==> config.mk <==
export PLATFORM = sky130hd
export DESIGN_NAME = rectangle_hit_test_table_core
export DESIGN_NICKNAME = d
export VERILOG_FILES = /design/src/rhtt_pkg.sv /design/src/rhtt_ram.sv /design/src/rectangle_hit_test_table_core.sv
export SDC_FILE = /design/constraint.sdc
export NUM_CORES = 1
export LEC_CHECK = 0
export BUFFER_PORTS_ARGS = -buffer_cell sky130_fd_sc_hd__clkbuf_2
export CORE_UTILIZATION = 55
export DETAILED_ROUTE_END_ITERATION = 6
export PLACE_DENSITY = 0.78
export SYNTH_ARGS = -nofsm -noshare
export SYNTH_HDL_FRONTEND = slang
export SYNTH_SLANG_ARGS = --single-unit
==> constraint.sdc <==
create_clock -name clk -period 3.6 [get_ports clk]
set_input_delay 0.54 -clock clk [delete_from_list [all_inputs] [get_ports clk]]
set_output_delay 0.54 -clock clk [all_outputs]
set_load 0.05 [all_outputs]
==> src/rhtt_pkg.sv <==
// ----------------------------------------------------------------------------
// rhtt_pkg
// shared types and constants for the rectangle hit-test table
// ----------------------------------------------------------------------------
`default_nettype none

package rhtt_pkg;

    localparam int MAX_BUTTONS_DEF = 16;
    localparam int COORD_W         = 10;
    localparam int EDGE_W          = 11;
    localparam int INDEX_W         = 4;

    localparam logic MODE_WRITE = 1'b0;
    localparam logic MODE_QUERY = 1'b1;

    typedef enum logic {
        ST_IDLE,
        ST_SCAN
    } state_t;

    typedef struct packed {
        logic [EDGE_W-1:0] left_edge;
        logic [EDGE_W-1:0] top_edge;
        logic [EDGE_W-1:0] right_edge;
        logic [EDGE_W-1:0] bottom_edge;
    } box_t;

    localparam int BOX_W = $bits(box_t);

endpackage

`default_nettype wire

==> src/rhtt_ram.sv <==
// ----------------------------------------------------------------------------
// rhtt_ram
// generic single-write, single-read ram with registered read data
// ----------------------------------------------------------------------------
`default_nettype none

module rhtt_ram #(
    parameter int WIDTH  = 8,
    parameter int DEPTH  = 16,
    parameter int ADDR_W = (DEPTH > 1) ? $clog2(DEPTH) : 1
) (
    input  wire logic              clk,
    input  wire logic              wr_en,
    input  wire logic [ADDR_W-1:0] wr_addr,
    input  wire logic [WIDTH-1:0]  wr_data,
    input  wire logic              rd_en,
    input  wire logic [ADDR_W-1:0] rd_addr,
    output logic      [WIDTH-1:0]  rd_data
);

    logic [WIDTH-1:0] mem [DEPTH];

    always_ff @(posedge clk)
    begin
        if (wr_en)
        begin
            mem[wr_addr] <= wr_data;
        end
        if (rd_en)
        begin
            rd_data <= mem[rd_addr];
        end
    end

endmodule

`default_nettype wire

==> src/rectangle_hit_test_table_core.sv <==
// ----------------------------------------------------------------------------
// rectangle_hit_test_table_core
// table of button boxes; a write item stores one box, a query item scans the
// table for the lowest active box that holds the point
// ----------------------------------------------------------------------------
// write item: result strobed on done in the cycle after accept, busy stays low
// query item: result on done once the scan over the box ram hits or reaches the
//   last entry; it reads one entry per cycle and compares behind its registered read
// busy is high during a scan; results cannot be stalled
// reset clears state and the active flags; box ram needs no clearing pass
`default_nettype none

module rectangle_hit_test_table_core #(
    parameter int MAX_BUTTONS = rhtt_pkg::MAX_BUTTONS_DEF
) (
    input  wire logic                        clk,
    input  wire logic                        rst_n,
    input  wire logic                        start,
    output logic                             busy,
    input  wire logic                        mode,
    input  wire logic [rhtt_pkg::INDEX_W-1:0] entry_index,
    input  wire logic [rhtt_pkg::COORD_W-1:0] center_x,
    input  wire logic [rhtt_pkg::COORD_W-1:0] center_y,
    input  wire logic [rhtt_pkg::COORD_W-1:0] box_width,
    input  wire logic [rhtt_pkg::COORD_W-1:0] box_height,
    input  wire logic                        enable,
    input  wire logic [rhtt_pkg::COORD_W-1:0] point_x,
    input  wire logic [rhtt_pkg::COORD_W-1:0] point_y,
    output logic                             done,
    output logic                             hit,
    output logic      [rhtt_pkg::INDEX_W-1:0] button_index,
    output logic                             entry_error
);

    localparam int ADDR_W = (MAX_BUTTONS > 1) ? $clog2(MAX_BUTTONS) : 1;
    localparam int CNT_W  = $clog2(MAX_BUTTONS + 1);
    localparam int SLOT_W = 9;

    rhtt_pkg::state_t state_reg, state_next;

    logic [CNT_W-1:0]  scan_cnt_reg, scan_cnt_next;
    logic              cmp_valid_reg, cmp_valid_next;
    logic [ADDR_W-1:0] cmp_idx_reg, cmp_idx_next;
    logic [MAX_BUTTONS-1:0] active_reg, active_next;
    logic [rhtt_pkg::COORD_W-1:0] px_reg, px_next;
    logic [rhtt_pkg::COORD_W-1:0] py_reg, py_next;

    logic                          done_reg, done_next;
    logic                          hit_reg, hit_next;
    logic [rhtt_pkg::INDEX_W-1:0]  index_reg, index_next;
    logic                          error_reg, error_next;

    logic accept;
    logic write_item;
    logic query_item;
    logic [rhtt_pkg::COORD_W-1:0] half_w;
    logic [rhtt_pkg::COORD_W-1:0] half_h;
    logic corner_neg;
    logic slot_ok;
    logic [SLOT_W-1:0] slot_wide;
    logic [ADDR_W-1:0] wr_addr;
    rhtt_pkg::box_t    wr_box;
    logic              wr_en;

    logic              rd_en;
    logic [ADDR_W-1:0] rd_addr;
    rhtt_pkg::box_t    rd_box;

    logic [rhtt_pkg::EDGE_W-1:0] px_ext;
    logic [rhtt_pkg::EDGE_W-1:0] py_ext;
    logic in_box;
    logic match;
    logic last_entry;
    logic finish;

    assign accept     = start && (state_reg == rhtt_pkg::ST_IDLE);
    assign write_item = accept && (mode == rhtt_pkg::MODE_WRITE);
    assign query_item = accept && (mode == rhtt_pkg::MODE_QUERY);

    // write path: corners from center and half size
    assign half_w     = box_width >> 1;
    assign half_h     = box_height >> 1;
    assign corner_neg = (center_x < half_w) || (center_y < half_h);
    assign slot_wide  = SLOT_W'(entry_index);
    assign slot_ok    = slot_wide < SLOT_W'(MAX_BUTTONS);
    assign wr_addr    = slot_wide[ADDR_W-1:0];
    assign wr_en      = write_item && !corner_neg && slot_ok;

    assign wr_box.left_edge   = rhtt_pkg::EDGE_W'(center_x) - rhtt_pkg::EDGE_W'(half_w);
    assign wr_box.top_edge    = rhtt_pkg::EDGE_W'(center_y) - rhtt_pkg::EDGE_W'(half_h);
    assign wr_box.right_edge  = rhtt_pkg::EDGE_W'(center_x) + rhtt_pkg::EDGE_W'(half_w);
    assign wr_box.bottom_edge = rhtt_pkg::EDGE_W'(center_y) + rhtt_pkg::EDGE_W'(half_h);

    // scan path: read one entry per cycle, compare it in the cycle after its read
    assign rd_en   = (state_reg == rhtt_pkg::ST_SCAN) && (scan_cnt_reg < CNT_W'(MAX_BUTTONS));
    assign rd_addr = scan_cnt_reg[ADDR_W-1:0];

    rhtt_ram #(
        .WIDTH  (rhtt_pkg::BOX_W),
        .DEPTH  (MAX_BUTTONS),
        .ADDR_W (ADDR_W)
    ) u_box_ram (
        .clk     (clk),
        .wr_en   (wr_en),
        .wr_addr (wr_addr),
        .wr_data (wr_box),
        .rd_en   (rd_en),
        .rd_addr (rd_addr),
        .rd_data (rd_box)
    );

    assign px_ext = rhtt_pkg::EDGE_W'(px_reg);
    assign py_ext = rhtt_pkg::EDGE_W'(py_reg);
    assign in_box = (px_ext >= rd_box.left_edge) && (px_ext <= rd_box.right_edge) &&
                    (py_ext >= rd_box.top_edge) && (py_ext <= rd_box.bottom_edge);
    assign match      = cmp_valid_reg && active_reg[cmp_idx_reg] && in_box;
    assign last_entry = cmp_idx_reg == ADDR_W'(MAX_BUTTONS - 1);
    assign finish     = cmp_valid_reg && (match || last_entry);

    always_comb
    begin
        state_next = state_reg;
        case (state_reg)
            rhtt_pkg::ST_IDLE:
            begin
                if (query_item)
                begin
                    state_next = rhtt_pkg::ST_SCAN;
                end
            end
            rhtt_pkg::ST_SCAN:
            begin
                if (finish)
                begin
                    state_next = rhtt_pkg::ST_IDLE;
                end
            end
            default:
            begin
                state_next = rhtt_pkg::ST_IDLE;
            end
        endcase
    end

    always_comb
    begin
        scan_cnt_next  = scan_cnt_reg;
        cmp_valid_next = 1'b0;
        cmp_idx_next   = cmp_idx_reg;
        active_next    = active_reg;
        px_next        = px_reg;
        py_next        = py_reg;
        done_next      = 1'b0;
        hit_next       = hit_reg;
        index_next     = index_reg;
        error_next     = error_reg;
        case (state_reg)
            rhtt_pkg::ST_IDLE:
            begin
                if (write_item)
                begin
                    if (wr_en)
                    begin
                        active_next[wr_addr] = enable;
                    end
                    done_next  = 1'b1;
                    hit_next   = 1'b0;
                    index_next = entry_index;
                    error_next = corner_neg;
                end
                if (query_item)
                begin
                    scan_cnt_next = '0;
                    px_next       = point_x;
                    py_next       = point_y;
                end
            end
            rhtt_pkg::ST_SCAN:
            begin
                if (rd_en)
                begin
                    scan_cnt_next = scan_cnt_reg + 1'b1;
                end
                cmp_valid_next = rd_en && !finish;
                cmp_idx_next   = rd_addr;
                if (finish)
                begin
                    done_next  = 1'b1;
                    hit_next   = match;
                    index_next = match ? rhtt_pkg::INDEX_W'(cmp_idx_reg) : '0;
                    error_next = 1'b0;
                end
            end
            default:
            begin
                cmp_valid_next = 1'b0;
            end
        endcase
    end

    always_ff @(posedge clk or negedge rst_n)
    begin
        if (!rst_n)
        begin
            state_reg     <= rhtt_pkg::ST_IDLE;
            scan_cnt_reg  <= '0;
            cmp_valid_reg <= 1'b0;
            active_reg    <= '0;
            done_reg      <= 1'b0;
        end
        else
        begin
            state_reg     <= state_next;
            scan_cnt_reg  <= scan_cnt_next;
            cmp_valid_reg <= cmp_valid_next;
            active_reg    <= active_next;
            done_reg      <= done_next;
        end
    end

    always_ff @(posedge clk)
    begin
        cmp_idx_reg <= cmp_idx_next;
        px_reg      <= px_next;
        py_reg      <= py_next;
        hit_reg     <= hit_next;
        index_reg   <= index_next;
        error_reg   <= error_next;
    end

    assign busy         = state_reg != rhtt_pkg::ST_IDLE;
    assign done         = done_reg;
    assign hit          = hit_reg;
    assign button_index = index_reg;
    assign entry_error  = error_reg;

    a_hit_no_error: assert property (@(posedge clk) disable iff (!rst_n)
        done_reg |-> !(hit_reg && error_reg))
        else $error("hit and entry error together");

    a_cnt_bound: assert property (@(posedge clk) disable iff (!rst_n)
        scan_cnt_reg <= CNT_W'(MAX_BUTTONS))
        else $error("scan counter past table");

    a_cmp_in_scan: assert property (@(posedge clk) disable iff (!rst_n)
        cmp_valid_reg |-> state_reg == rhtt_pkg::ST_SCAN)
        else $error("compare outside scan");

    a_query_busy: assert property (@(posedge clk) disable iff (!rst_n)
        query_item |=> busy && !done_reg)
        else $error("query did not start a scan");

endmodule

`default_nettype wire
Word-level counts from Yosys, hierarchy flattened
Memories as Yosys holds them, arrays and structs flattened. A register that Yosys moved wholly into a read port is not among the register bits.
Cells that the tools add are included.
{"block": "totals", "ff_bits": 54, "latch_bits": 0, "ram_bits": 704, "rom_bits": 0, "inputBits": 69, "output_inout_bits": 8, "word_cells": 84, "mem_count": 1}
{"name": "u_box_ram.mem", "depth": 16, "word_bits": 44, "read_ports": 1, "rd_clocked_by_memory_dff": 1, "wr": 1, "line_no": "rhtt_ram.sv:21", "rtl": "logic [WIDTH-1:0] mem [DEPTH];"}
{"block": "classes", "n_addsub": 5, "n_mul": 0, "div": 0, "magnitude_cmp": 11, "n_eq_ne": 5, "shift": 0, "muxes": 27, "bitwise": 2, "reduce_logical": 22}
{"operator": "$add 10x9->11", "n": 2}
{"operator": "$ge 10x11->1", "n": 2}
{"operator": "$le 10x11->1", "n": 2}
{"operator": "$sub 10x9->11", "n": 2}
{"operator": "$lt 10x9->1", "n": 2}
{"operator": "$bwmux 16", "n": 1}
{"operator": "$lt 4x5->1 const B", "n": 3}
{"operator": "$logic_and 1x1->1", "n": 14}
{"operator": "$mux 1", "n": 13}
{"operator": "$mux 4", "n": 3}
{"operator": "$mux 5", "n": 2}
{"operator": "$pmux 5 s2", "n": 1}
{"operator": "$pmux 1 s2", "n": 4}
{"operator": "$pmux 4 s2", "n": 1}
{"operator": "$reduce_and 2->1", "n": 3}
{"operator": "$add 5x1->5 const B", "n": 1}
{"operator": "$lt 5x5->1 const B", "n": 1}
{"operator": "$bmux 1 s4", "n": 1}
{"operator": "$demux 1 s4", "n": 1}
{"operator": "$eq 4x4->1 const B", "n": 1}
{"operator": "$ge 4x1->1 const B", "n": 1}
{"operator": "$ne 2x1->1 const B", "n": 2}
{"operator": "$ne 2x2->1 const B", "n": 2}
{"operator": "$reduce_and 3->1", "n": 1}
{"operator": "other kinds (3)", "n": 6}

Depth between registers and ports, before layout
Gate-level depths: netlist of run 1.
{"block": "logic_depth", "ltp_word": 10, "ltp_mapped": 10, "depth_no_buf": 9}

Cells and area by module
A second synthesis of run 1 with hierarchy kept.
{"block": "unflattened", "cells_unflattened": 1675, "hier_area_um2": 32730.1}
{"module": "rhtt_ram", "n_inst": 1, "cells_each": 1142, "area_each_um2": 27706.6, "seq_area_each_um2": 22461.5}
{"module": "rectangle_hit_test_table_core", "n_inst": 1, "cells_each": 533, "area_each_um2": 5023.6, "seq_area_each_um2": 1501.4}

Worst setup path after synthesis of run 1
Ideal clock, no wire load.
{"block": "synth_path", "path_type": "flip-flop to flip-flop", "startpoint": "register state_reg (netlist: busy)", "endpoint": "register scan_cnt_reg[3]", "setup_ns": 0.161, "arrival_ns": 3.451, "required_ns": 3.439, "setup_slack_ns": -0.012, "stages_incl_launch_ff": 6, "n_path_buf": 0, "synth_period_minus_slack_ns": 3.612, "cell_sequence": "dfrtp_1 > inv_1 > nor2_1 > nand4_1 > xor2_1 > nor2_1"}
{"block": "synth_via", "elab_cells_between_ends": 8, "classes_between": "eq/ne (2); mux (1); bitwise (1); reduce/logical (4)"}
{"item": "start, declared", "line_no": "rectangle_hit_test_table_core.sv:39", "rtl": "rhtt_pkg::state_t state_reg, state_next;"}
{"item": "start signal, assigned", "line_no": "rectangle_hit_test_table_core.sv:205", "rtl": "state_reg <= rhtt_pkg::ST_IDLE;"}
{"item": "start signal, assigned", "line_no": "rectangle_hit_test_table_core.sv:213", "rtl": "state_reg <= state_next;"}
{"item": "$logic_and 1x1->1", "line_no": "rectangle_hit_test_table_core.sv:95", "rtl": "assign rd_en = (state_reg == rhtt_pkg::ST_SCAN) && (scan_cnt_reg < CNT_W'(MAX_BUTTONS));"}
{"item": "net rd_en", "line_no": "rectangle_hit_test_table_core.sv:65", "rtl": "logic rd_en;"}
{"item": "$ne 2x1->1 (no line)"}
{"item": "$reduce_and 2->1 (no line)"}
{"item": "end signal, assigned", "line_no": "rectangle_hit_test_table_core.sv:214", "rtl": "scan_cnt_reg <= scan_cnt_next;"}
{"item": "end, declared", "line_no": "rectangle_hit_test_table_core.sv:41", "rtl": "logic [CNT_W-1:0] scan_cnt_reg, scan_cnt_next;"}
The timed path passes the listed nets, and every way through them passes these cells.
A chain may end at the register's enable or synchronous reset.

Worst setup path after layout of run 1
{"block": "layout_path", "startpoint": "register py_reg[6] (netlist name)", "endpoint": "register index_reg (netlist bit button_index[1]), enable pin"}
{"block": "layout_via", "elab_chain_cells": 8, "elab_cells_between_ends": 9, "classes_between": "order compare (2); eq/ne (1); reduce/logical (6)"}
{"item": "start, declared", "line_no": "rectangle_hit_test_table_core.sv:46", "rtl": "logic [rhtt_pkg::COORD_W-1:0] py_reg, py_next;"}
{"item": "start signal, assigned", "line_no": "rectangle_hit_test_table_core.sv:225", "rtl": "py_reg <= py_next;"}
{"item": "$ge 10x11->1", "line_no": "rectangle_hit_test_table_core.sv:115", "rtl": "(py_ext >= rd_box.top_edge) && (py_ext <= rd_box.bottom_edge);"}
{"item": "$logic_and 1x1->1", "line_no": "rectangle_hit_test_table_core.sv:114", "rtl": "assign in_box = (px_ext >= rd_box.left_edge) && (px_ext <= rd_box.right_edge) &&"}
{"item": "$logic_and 1x1->1 (*)", "line_no": "rectangle_hit_test_table_core.sv:115"}
{"item": "$logic_and 1x1->1 (*)", "line_no": "rectangle_hit_test_table_core.sv:116", "rtl": "assign match = cmp_valid_reg && active_reg[cmp_idx_reg] && in_box;"}
{"item": "$logic_or 1x1->1 (*)", "line_no": "rectangle_hit_test_table_core.sv:118", "rtl": "assign finish = cmp_valid_reg && (match || last_entry);"}
{"item": "$logic_and 1x1->1 (*)", "line_no": "rectangle_hit_test_table_core.sv:118"}
{"item": "$ne 2x1->1 (no line) (*)"}
{"item": "$reduce_and 2->1 (no line) (*)"}
{"item": "end signal, assigned", "line_no": "rectangle_hit_test_table_core.sv:227", "rtl": "index_reg <= index_next;"}
{"item": "end, declared", "line_no": "rectangle_hit_test_table_core.sv:50", "rtl": "logic [rhtt_pkg::INDEX_W-1:0] index_reg, index_next;"}
Every way passes the cells marked *; elsewhere a longest branch is shown, timed or not.

==> flow_metrics.env, run 1 <==
export IMPL_status="completed"
export IMPL_detail_route_antenna_nets=0
export IMPL_yosysSeqAreaShare_pct=73.2
export IMPL_post_cts_buffers=0
export IMPL_fp_dieH_um=241
export IMPL_avgSynthCellArea_um2=20.6
export IMPL_synthArstFlopShare_pct=3.13
export IMPL_cp_slowest_cell="edfxtp_1"
export IMPL_chipWidth_um=241
export IMPL_grt_max_degree=49
export IMPL_regToRegEndpoint="button_index[1]$_DFFE_PP_"
export IMPL_slowest_delay_ps=530
export IMPL_synth_edf_count=744
export IMPL_synth_cells=1522
export IMPL_tightestPinTransition_ps=1350
export IMPL_initial_core_util_pct=55.6
export IMPL_crit_required_ps=3910
export IMPL_yosys_most_used_dff="edfxtp_1"
export IMPL_ios=77
export IMPL_met3_length_mm=6.66
export IMPL_synth_area_um2=31400
export IMPL_reg2regPathDepth=8
export IMPL_worstSkewPairLatency_ps=620
export IMPL_grt_pass1_wl_mm=104
export IMPL_r2r_start="py_reg[6]$_DFFE_PP_"
export IMPL_worst_setup_path_end_kind="flop"
export IMPL_wl_met2_mm=34.9
export IMPL_crit_path_max_fanout=7
export IMPL_track_usage_pct=25.3
export IMPL_core_area_um2=56400
export IMPL_drc=0
export IMPL_finish_net_count=1870
export IMPL_drtPass1Iterations=5
export IMPL_top_layer_used="met4"
export IMPL_largest_register_ffs=672
export IMPL_via_count=16000
export IMPL_rsz0062_at_grt="no"
export IMPL_r2r_setup_slack_ps=460
export IMPL_fin_setup_tns_ps=0
export IMPL_antenna_found_initial=0
export IMPL_crit_buf_inv=1
export IMPL_gp_congestion=0.881
export IMPL_fmax_mhz=319
export IMPL_fill_cells=3662
export IMPL_root_buffer="clkbuf_16"
export IMPL_dp_hpwl_mm=42.2
export IMPL_cp_start_kind="flop"
export IMPL_synth_cell_types=59
export IMPL_whs_ps=107
export IMPL_slew_headroom_pct=9.78
export IMPL_die_area_um2=58000
export IMPL_path_clk_slew_ps=60
export IMPL_htreeDepth=3
export IMPL_synth_net_count=1670
export IMPL_leakagePower_nw=12.4
export IMPL_grt_pass1_vias=16500
export IMPL_min_period_ps=3140
export IMPL_hold_depth=1
export IMPL_worstPathArrival_ps=3440
export IMPL_yosysWarningCount=0
export IMPL_hold_path_class="input port to flop"
export IMPL_crit_chain="ha_1, nand4_1, a21oi_1, nor4_1, o211ai_1, or3_1, o31ai_1, buf_4"
export IMPL_core_rowCount=87
export IMPL_irDropWorstVdd_mv=0.416
export IMPL_wirelength_met1_mm=27.6
export IMPL_finClkSkew_ps=28.6
export IMPL_wl_per_cell_um=28.0
export IMPL_hold_viol=0
export IMPL_cts_sinks=768
export IMPL_num_antenna_cells=0
export IMPL_layout_cells_non_filler=2539
export IMPL_drv_cap=0
export IMPL_hp_start="point_x[6]"
export IMPL_placed_cells_incl_taps=2397
export IMPL_overflow=0
export IMPL_power_density_nw_per_um2=680
export IMPL_crit_family="simple AND/OR/NAND/NOR gates"
export IMPL_via_per_inst=6.30
export IMPL_wl_mm=71.0
export IMPL_period_share_pct=87.1
export IMPL_final_setup_viol_count=0
export IMPL_min_to="px_reg[6]$_DFFE_PP_"
export IMPL_syn_to_final_growth_pct=15.5
export IMPL_io_buffer_count=74
export IMPL_path_class="flop to flop"
export IMPL_cts_buffers=78
export IMPL_drive_above_1_share_pct=29.9
export IMPL_drt_iter0_markers=1906
export IMPL_drv_slew=0
export IMPL_cts_tree="yes"
export IMPL_clock_path_buffers=3
export IMPL_synth_seq_cells=768
[cell usage after synthesis, types with 6 or more instances]
| cell type | n | area, µm² |
|---|---|---|
| ha_1 | 75 | 938 |
| nand3_1 | 22 | 110 |
| edfxtp_1 | 744 | 22300 |
| nor4_1 | 6 | 37.5 |
| o31ai_1 | 6 | 45.0 |
| a21oi_1 | 31 | 155 |
| xor2_1 | 10 | 87.6 |
| nor2_1 | 43 | 161 |
| inv_2 | 10 | 37.5 |
| xnor2_1 | 18 | 158 |
| nor3_1 | 8 | 40.0 |
| clkbuf_1 | 30 | 113 |
| a21o_1 | 6 | 45.0 |
| buf_2 | 15 | 75.1 |
| inv_1 | 95 | 357 |
| mux2_1 | 16 | 180 |
| o21ai_0 | 11 | 55.1 |
| nand2_1 | 25 | 93.8 |
| mux4_2 | 212 | 4770 |
| buf_1 | 12 | 45.0 |
| dfrtp_1 | 24 | 601 |
| nand2b_1 | 10 | 62.6 |
| and3_1 | 7 | 43.8 |
[layout make-up]
type                    instances  area (µm²)  area share, %
clock inverters                44         433           1.20
flip-flops and latches        768       23000           63.4
inverters                     105         394           1.09
multi-input cells             589        7760           21.4
well taps                     756         946           2.61
clock buffers                  97        2070           5.71
repair buffers                180        1640           4.54
[logic make-up after synthesis]
family,share of synthesized area [%]
flip-flops,73.2
multiplexers,16.1
buffers and inverters,2.10
AND/OR/NAND/NOR,2.39
AO/OA/AOI/OAI,2.21
adder cells (fa/ha/maj),3.25
XOR/XNOR,0.782
[metal layers]
metal	up-vias	GRT usage, %
met5	-	0
met4	0	8.02
met3	151	5.42
met2	899	40.5
met1	8336	35.2
li1	6621	-
[timing repair]
item	4_1_cts	5_1_grt
endpoints found under the hold margin	24	0
resized for setup	0	0
hold buffers	1	0
[cell usage in the layout, fill, tap and decap left out, types with 4 or more instances in the layout]
cell type  synthesis  final
clkinv_1           0     13
a21oi_1           31     31
o31ai_1            6      6
o21ai_1            4      4
buf_12             0     38
bufinv_16          0      7
dfrtp_1           24     20
clkbuf_2           0     74
nor3_1             8      8
mux4_2           212    212
xor2_1            10     10
inv_2             10     14
and3_2             1      5
nand2_1           25     25
nand3_1           22     22
clkbuf_16          0     80
nor4_1             6      6
mux2_1            16     16
nand4_1            5      5
or3_1              4      4
buf_4              0     67
o21ai_0           11     11
nor3b_1            4      4
inv_1             95     91
o32ai_1            4      4
nor2_1            43     42
clkinv_2           0     15
nand2b_1          10     10
fa_1               4      4
edfxtp_1         744    744
o21bai_1           5      5
xnor2_1           18     18
o211ai_1           4      4
a21o_1             6      6
clkbuf_1          30     17
ha_1              75     75
[through the flow]
step	worst slack, ps	util [%]	cell area [µm²]	power [mW]
floorplan	352	-	31400	15.0
global placement	315	59.8	33700	16.7
detailed placement	202	59.8	33700	16.8
CTS	527	64.2	36200	24.7
global route	362	64.2	36200	25.4
finish	465	64.2	36200	24.6
[power by group]
part           internal [mW]  total, mW  switching [mW]
registers               10.5       11.1           0.576
clock network           4.60       7.91            3.32
logic                   3.01       5.61            2.60
[worst max path at each step]
stage                         from                              end  slack [ps]  cells past startpoint
2_1_floorplan         box_width[3]       active_reg[12]$_DFFE_PN0P_         350                      9
3_3_place_gp           center_x[0]  u_box_ram.mem[14][43]$_DFFE_PP_         320                     10
3_5_place_dp           center_x[0]   u_box_ram.mem[3][43]$_DFFE_PP_         200                     10
4_1_cts        py_reg[8]$_DFFE_PP_        button_index[0]$_DFFE_PP_         530                      8
5_1_grt        py_reg[6]$_DFFE_PP_        button_index[1]$_DFFE_PP_         360                      8
6_report       py_reg[6]$_DFFE_PP_        button_index[1]$_DFFE_PP_         460                      8
No activity file was read; power rests on OpenSTA's default activity.
==> run 2, diff against run 1 <==
--- a/config.mk
+++ b/config.mk
@@ -6,9 +6,9 @@
 export NUM_CORES = 1
 export LEC_CHECK = 0
 export BUFFER_PORTS_ARGS = -buffer_cell sky130_fd_sc_hd__clkbuf_2
-export CORE_UTILIZATION = 55
+export CORE_UTILIZATION = 62
 export DETAILED_ROUTE_END_ITERATION = 6
-export PLACE_DENSITY = 0.78
+export PLACE_DENSITY = 0.85
 export SYNTH_ARGS = -nofsm -noshare
 export SYNTH_HDL_FRONTEND = slang
 export SYNTH_SLANG_ARGS = --single-unit
==> run 2 against run 1 <==
Effect of this change:
- clock-buffer cell count decreased by 11
- register-to-register slack worse by 180 ps
- hold slack is essentially flat
- setup slack lost 180 ps
- clock skew shrank 0.51 ps
- clock power increased by 6.7%
- final cell count fell by 4.8%
- sequential share of layout area rose by 0.63 points
- power up 2.0%
- routed wire length is 11% higher
==> flow_metrics.env, run 2 (synthesis results as in run 1) <==
export IMPL_drtPass1Iterations=7
export IMPL_clock_path_buffers=3
export IMPL_via_count=16600
export IMPL_track_usage_pct=31.9
export IMPL_ios=77
export IMPL_power_mw=25.1
export IMPL_initial_core_util_pct=62.6
export IMPL_post_route_util_pct=71.6
export IMPL_crit_path_max_fanout=7
export IMPL_fmax_mhz=302
export IMPL_whs_ps=107
export IMPL_final_common_cell="edfxtp_1"
export IMPL_path_class="flop to flop"
export IMPL_cp_slowest_cell="or3_1"
export IMPL_dp_slack_ps=-151
export IMPL_fp_dieH_um=227
export IMPL_worst_setup_path_end_kind="flop"
export IMPL_p_int_mw=18.4
export IMPL_tightestPinTransition_ps=1320
export IMPL_fin_ws_ps=288
export IMPL_die_area_um2=51500
export IMPL_cts_buffers=78
export IMPL_worstPathArrival_ps=3640
export IMPL_post_cts_buffers=0
export IMPL_drt_iter0_markers=2425
export IMPL_power_density_nw_per_um2=700
export IMPL_period_share_pct=92.0
export IMPL_antenna_found_initial=1
export IMPL_fin_area_um2=35800
export IMPL_via_per_inst=6.86
export IMPL_wl_mm=78.7
export IMPL_finClkSkew_ps=28.1
export IMPL_grt_pass1_vias=17100
export IMPL_hold_path_class="input port to flop"
export IMPL_p_sw_mw=6.73
export IMPL_status="completed"
export IMPL_p_comb_share_pct=22.4
export IMPL_drive_above_1_share_pct=29.1
export IMPL_area_sequential_um2=23000
export IMPL_chipWidth_um=227
export IMPL_fill_cells=2733
export IMPL_crit_buf_inv=1
export IMPL_core_area_um2=50100
export IMPL_p_seq_share_pct=44.0
export IMPL_grt_pass1_wl_mm=114
export IMPL_placed_cells_incl_taps=2275
export IMPL_crit_chain="ha_1, a21oi_1, o21ai_1, nor4_2, o211ai_1, or3_1, o31ai_1, buf_4"
export IMPL_drv_cap=0
export IMPL_drv_slew=0
export IMPL_grt_max_degree=64
export IMPL_mostFrequentLayoutCells="edfxtp_1 (744), mux4_2 (212), inv_1 (91), clkbuf_16 (79), ha_1 (75)"
export IMPL_leakagePower_nw=12.3
export IMPL_cts_tree="yes"
export IMPL_cts_sinks=768
export IMPL_detail_route_antenna_nets=0
export IMPL_dp_hpwl_mm=41.7
export IMPL_root_buffer="clkbuf_16"
export IMPL_min_period_ps=3310
export IMPL_irDropWorstVdd_mv=0.629
export IMPL_io_buffer_count=74
export IMPL_htreeDepth=3
export IMPL_final_setup_viol_count=0
export IMPL_overflow=0
export IMPL_rsz0062_at_grt="no"
export IMPL_worstSkewPairLatency_ps=620
export IMPL_wl_per_cell_um=32.6
export IMPL_crit_family="compound AO/OA/AOI/OAI gates"
export IMPL_path_clk_slew_ps=60
export IMPL_cp_start_kind="flop"
export IMPL_pwr_share_clk_pct=33.6
export IMPL_placed_cell_area_um2=33200
export IMPL_switching_share_pct=26.8
export IMPL_crit_required_ps=3930
export IMPL_slew_headroom_pct=11.2
export IMPL_layout_cells_non_filler=2416
export IMPL_slowest_delay_ps=530
export IMPL_fin_setup_tns_ps=0
export IMPL_num_antenna_cells=0
export IMPL_hold_viol=0
export IMPL_largest_register_ffs=672
export IMPL_gp_congestion=0.864
export IMPL_core_rowCount=82
export IMPL_finish_net_count=1832
export IMPL_drc=0
export IMPL_multi_input_area_um2=7790
export IMPL_syn_to_final_growth_pct=14.4
==> run 2: layout make-up <==
| class | count | share of cell area, % |
|---|---|---|
| well taps | 672 | 2.35 |
| flip-flops and latches | 768 | 64.0 |
| repair buffers | 142 | 3.41 |
| clock inverters | 54 | 1.80 |
| inverters | 105 | 1.10 |
| clock buffers | 86 | 5.59 |
| multi-input cells | 589 | 21.7 |
==> run 2: per-layer routing <==
layer	part of all wire [%]	global-route usage, %
met1	35	42.2
met2	50	52.2
met3	11	7.15
met4	4.0	12.5
met5	0.014	0
==> run 2: worst reg2reg max path, cell delays in order (launching register included) <==
cell      delay, ps
edfxtp_1        490
ha_1            380
a21oi_1         230
o21ai_1         210
nor4_2          420
o211ai_1        300
or3_1           540
o31ai_1         270
buf_4           190
==> run 2: power groups by stage <==
stage | Sequential (mW) | Clock [mW] | Combinational (mW)
2_1_floorplan | 10.8 | 0 | 4.25
5_1_grt | 11.1 | 8.82 | 5.91
4_1_cts | 11.0 | 8.48 | 5.65
3_3_place_gp | 11.2 | 0 | 5.20
6_report | 11.0 | 8.44 | 5.63
3_5_place_dp | 11.2 | 0 | 5.44
==> run 2: worst paths after layout <==
| path | from | endpoint | slack (ps) | depth (start not counted) |
|---|---|---|---|---|
| worst min-delay path | point_x[2] | px_reg[2]$_DFFE_PP_ | 110 | 1 |
| min in group asynchronous | rst_n | done$_DFF_PN0_ | 480 | 2 |
| max in group asynchronous | rst_n | scan_cnt_reg[0]$_DFFE_PN0P_ | 2630 | 2 |
| worst min register to register | active_reg[5]$_DFFE_PN0P_ | active_reg[5]$_DFFE_PN0P_ | 510 | 1 |
| worst max-delay path | py_reg[8]$_DFFE_PP_ | hit$_SDFFCE_PN0P_ | 290 | 8 |
| worst max register to register | py_reg[8]$_DFFE_PP_ | hit$_SDFFCE_PN0P_ | 290 | 8 |
==> run 2: repair_timing <==
action | 4_1_cts | 5_1_grt
setup endpoints to repair | 0 | 6
hold endpoints to repair | 24 | 0
hold buffers | 1 | 0
gates resized for setup | 0 | 1
==> run 3, diff against run 2 <==
--- a/config.mk
+++ b/config.mk
@@ -6,9 +6,11 @@
 export NUM_CORES = 1
 export LEC_CHECK = 0
 export BUFFER_PORTS_ARGS = -buffer_cell sky130_fd_sc_hd__clkbuf_2
-export CORE_UTILIZATION = 62
+export CORE_UTILIZATION = 65
+export CTS_BUF_LIST = sky130_fd_sc_hd__clkbuf_8
 export DETAILED_ROUTE_END_ITERATION = 6
-export PLACE_DENSITY = 0.85
+export GPL_TIMING_DRIVEN = 0
+export PLACE_DENSITY = 0.88
 export SYNTH_ARGS = -nofsm -noshare
 export SYNTH_HDL_FRONTEND = slang
 export SYNTH_SLANG_ARGS = --single-unit
==> run 3 against run 2 <==
Effect of this change:
- the run now ends with DRC, setup timing left
- power down 7.3%
- sequential power barely moved
- die area fell by 4.6%
- routed wire length is 0.16% higher
- clock skew shrank 1.3 ps
- highest routed layer is now met4
==> flow_metrics.env, run 3 (synthesis results as in run 1) <==
export IMPL_drv_slew=0
export IMPL_worst_setup_path_end_kind="flop"
export IMPL_fill_cells=2503
export IMPL_tightestPinTransition_ps=1380
export IMPL_grt_pass1_wl_mm=113
export IMPL_via_count=17200
export IMPL_drive_above_1_share_pct=26.4
export IMPL_gp_congestion=0.915
export IMPL_leakagePower_nw=11.9
export IMPL_rsz0062_at_grt="no"
export IMPL_fmax_mhz=275
export IMPL_ios=77
export IMPL_largest_register_ffs=672
export IMPL_drv_cap=0
export IMPL_post_route_util_pct=73.1
export IMPL_min_period_ps=3630
export IMPL_path_class="flop to flop"
export IMPL_hold_viol=0
export IMPL_finish_net_count=1875
export IMPL_irDropWorstVdd_mv=0.426
export IMPL_switching_share_pct=29.3
export IMPL_grt_pass1_vias=17600
export IMPL_power_density_nw_per_um2=668
export IMPL_drt_iter0_markers=2788
export IMPL_overflow=0
export IMPL_worstPathArrival_ps=3950
export IMPL_wl_mm=78.9
export IMPL_hold_path_class="input port to flop"
export IMPL_chipWidth_um=222
export IMPL_fp_dieH_um=222
export IMPL_core_rowCount=80
export IMPL_cts_sinks=768
export IMPL_mostFrequentLayoutCells="edfxtp_1 (744), mux4_2 (212), inv_1 (124), clkbuf_8 (116)"
export IMPL_clock_path_buffers=3
export IMPL_syn_to_final_growth_pct=11.0
export IMPL_violations="DRC, setup timing"
export IMPL_track_usage_pct=32.8
export IMPL_crit_buf_inv=1
export IMPL_cp_start_kind="flop"
export IMPL_cts_buffers=112
export IMPL_io_buffer_count=74
export IMPL_drc=1
export IMPL_drtPass1Iterations=7
export IMPL_die_area_um2=49100
export IMPL_antenna_found_initial=1
export IMPL_via_per_inst=7.08
export IMPL_p_comb_share_pct=26.9
export IMPL_crit_family="compound AO/OA/AOI/OAI gates"
export IMPL_final_common_cell="edfxtp_1"
export IMPL_finClkSkew_ps=26.8
export IMPL_grt_max_degree=44
export IMPL_crit_path_max_fanout=7
export IMPL_htreeDepth=3
export IMPL_slew_headroom_pct=7.81
export IMPL_initial_core_util_pct=65.8
export IMPL_final_setup_viol_count=6
export IMPL_worstSkewPairLatency_ps=700
export IMPL_crit_chain="ha_1, a21oi_1, o21ai_1, nor4_1, o211ai_1, or3_1, buf_6, o31ai_2"
export IMPL_p_seq_share_pct=45.8
export IMPL_p_sw_mw=6.83
export IMPL_fin_setup_tns_ps=-182
export IMPL_core_area_um2=47600
export IMPL_slowest_delay_ps=550
export IMPL_status="finished with violations"
export IMPL_period_share_pct=101
export IMPL_wl_per_cell_um=32.5
export IMPL_cts_tree="yes"
export IMPL_root_buffer="clkbuf_8"
export IMPL_detail_route_antenna_nets=0
export IMPL_cp_slowest_cell="o31ai_2"
export IMPL_dp_hpwl_mm=46.3
export IMPL_whs_ps=34.4
export IMPL_pwr_share_clk_pct=27.3
export IMPL_p_int_mw=16.4
export IMPL_fin_ws_ps=-31.6
export IMPL_crit_required_ps=3920
export IMPL_path_clk_slew_ps=60
==> run 3: through the flow <==
stage | cells | area [µm²] | setup slack, ps | power [mW]
floorplan | 1522 | 31400 | 352 | 15.0
global placement | 2211 | 32500 | -1440 | 16.6
detailed placement | 2219 | 32700 | -615 | 16.9
CTS | 2425 | 34700 | 65.6 | 23.2
global route | 2428 | 34800 | 7.01 | 23.9
finish | 2430 | 34800 | -31.6 | 23.3
==> run 3: layout make-up <==
type / count / area [µm²] / area share (%)
Multi-Input combinational cell: 589 / 7790 / 22.4
Inverter: 105 / 412 / 1.18
Clock inverter: 84 / 395 / 1.14
Buffer: 60 / 264 / 0.758
Tap cell: 615 / 769 / 2.21
Clock buffer: 116 / 1600 / 4.59
Antenna cell: 2 / 5.00 / 0.0144
Timing Repair Buffer: 91 / 632 / 1.82
Sequential cell: 768 / 22900 / 65.9
==> run 3: final timing paths <==
check / startpoint / end / slack, ps / depth (start not counted)
min: point_y[7] / py_reg[7]$_DFFE_PP_ / 30 / 1
max: py_reg[8]$_DFFE_PP_ / button_index[2]$_DFFE_PP_ / -30 / 8
min in group asynchronous: rst_n / active_reg[0]$_DFFE_PN0P_ / 400 / 2
min reg2reg: scan_cnt_reg[3]$_DFFE_PN0P_ / cmp_idx_reg[3]$_DFFE_PP_ / 470 / 0
max reg2reg: py_reg[8]$_DFFE_PP_ / button_index[2]$_DFFE_PP_ / -30 / 8
max in group asynchronous: rst_n / done$_DFF_PN0_ / 2770 / 2
==> run 3: routing by layer <==
layer | track usage [%] | vias up | share of wire [%]
met5 | 0 | - | 0
met4 | 15.4 | 0 | 5.0
met3 | 7.61 | 317 | 12
met2 | 52.4 | 1582 | 48
met1 | 43.7 | 8668 | 34
li1 | - | 6649 | -
==> run 3: timing repair <==
| action | CTS | global route |
|---|---|---|
| pin swaps | 0 | 0 |
| resized for setup | 1 | 12 |
| buffers inserted | 0 | 0 |
| cloned | 0 | 0 |
| hold buffers | 6 | 0 |
| endpoints found under the setup margin | 6 | 252 |
| endpoints found under the hold margin | 29 | 0 |
==> run 3: power groups by stage <==
stage	logic (mW)	clock network, mW	registers [mW]
2_1_floorplan	4.25	0	10.8
5_1_grt	6.51	6.74	10.7
4_1_cts	6.18	6.36	10.6
3_3_place_gp	5.79	0	10.8
3_5_place_dp	6.11	0	10.8
6_report	6.26	6.35	10.7
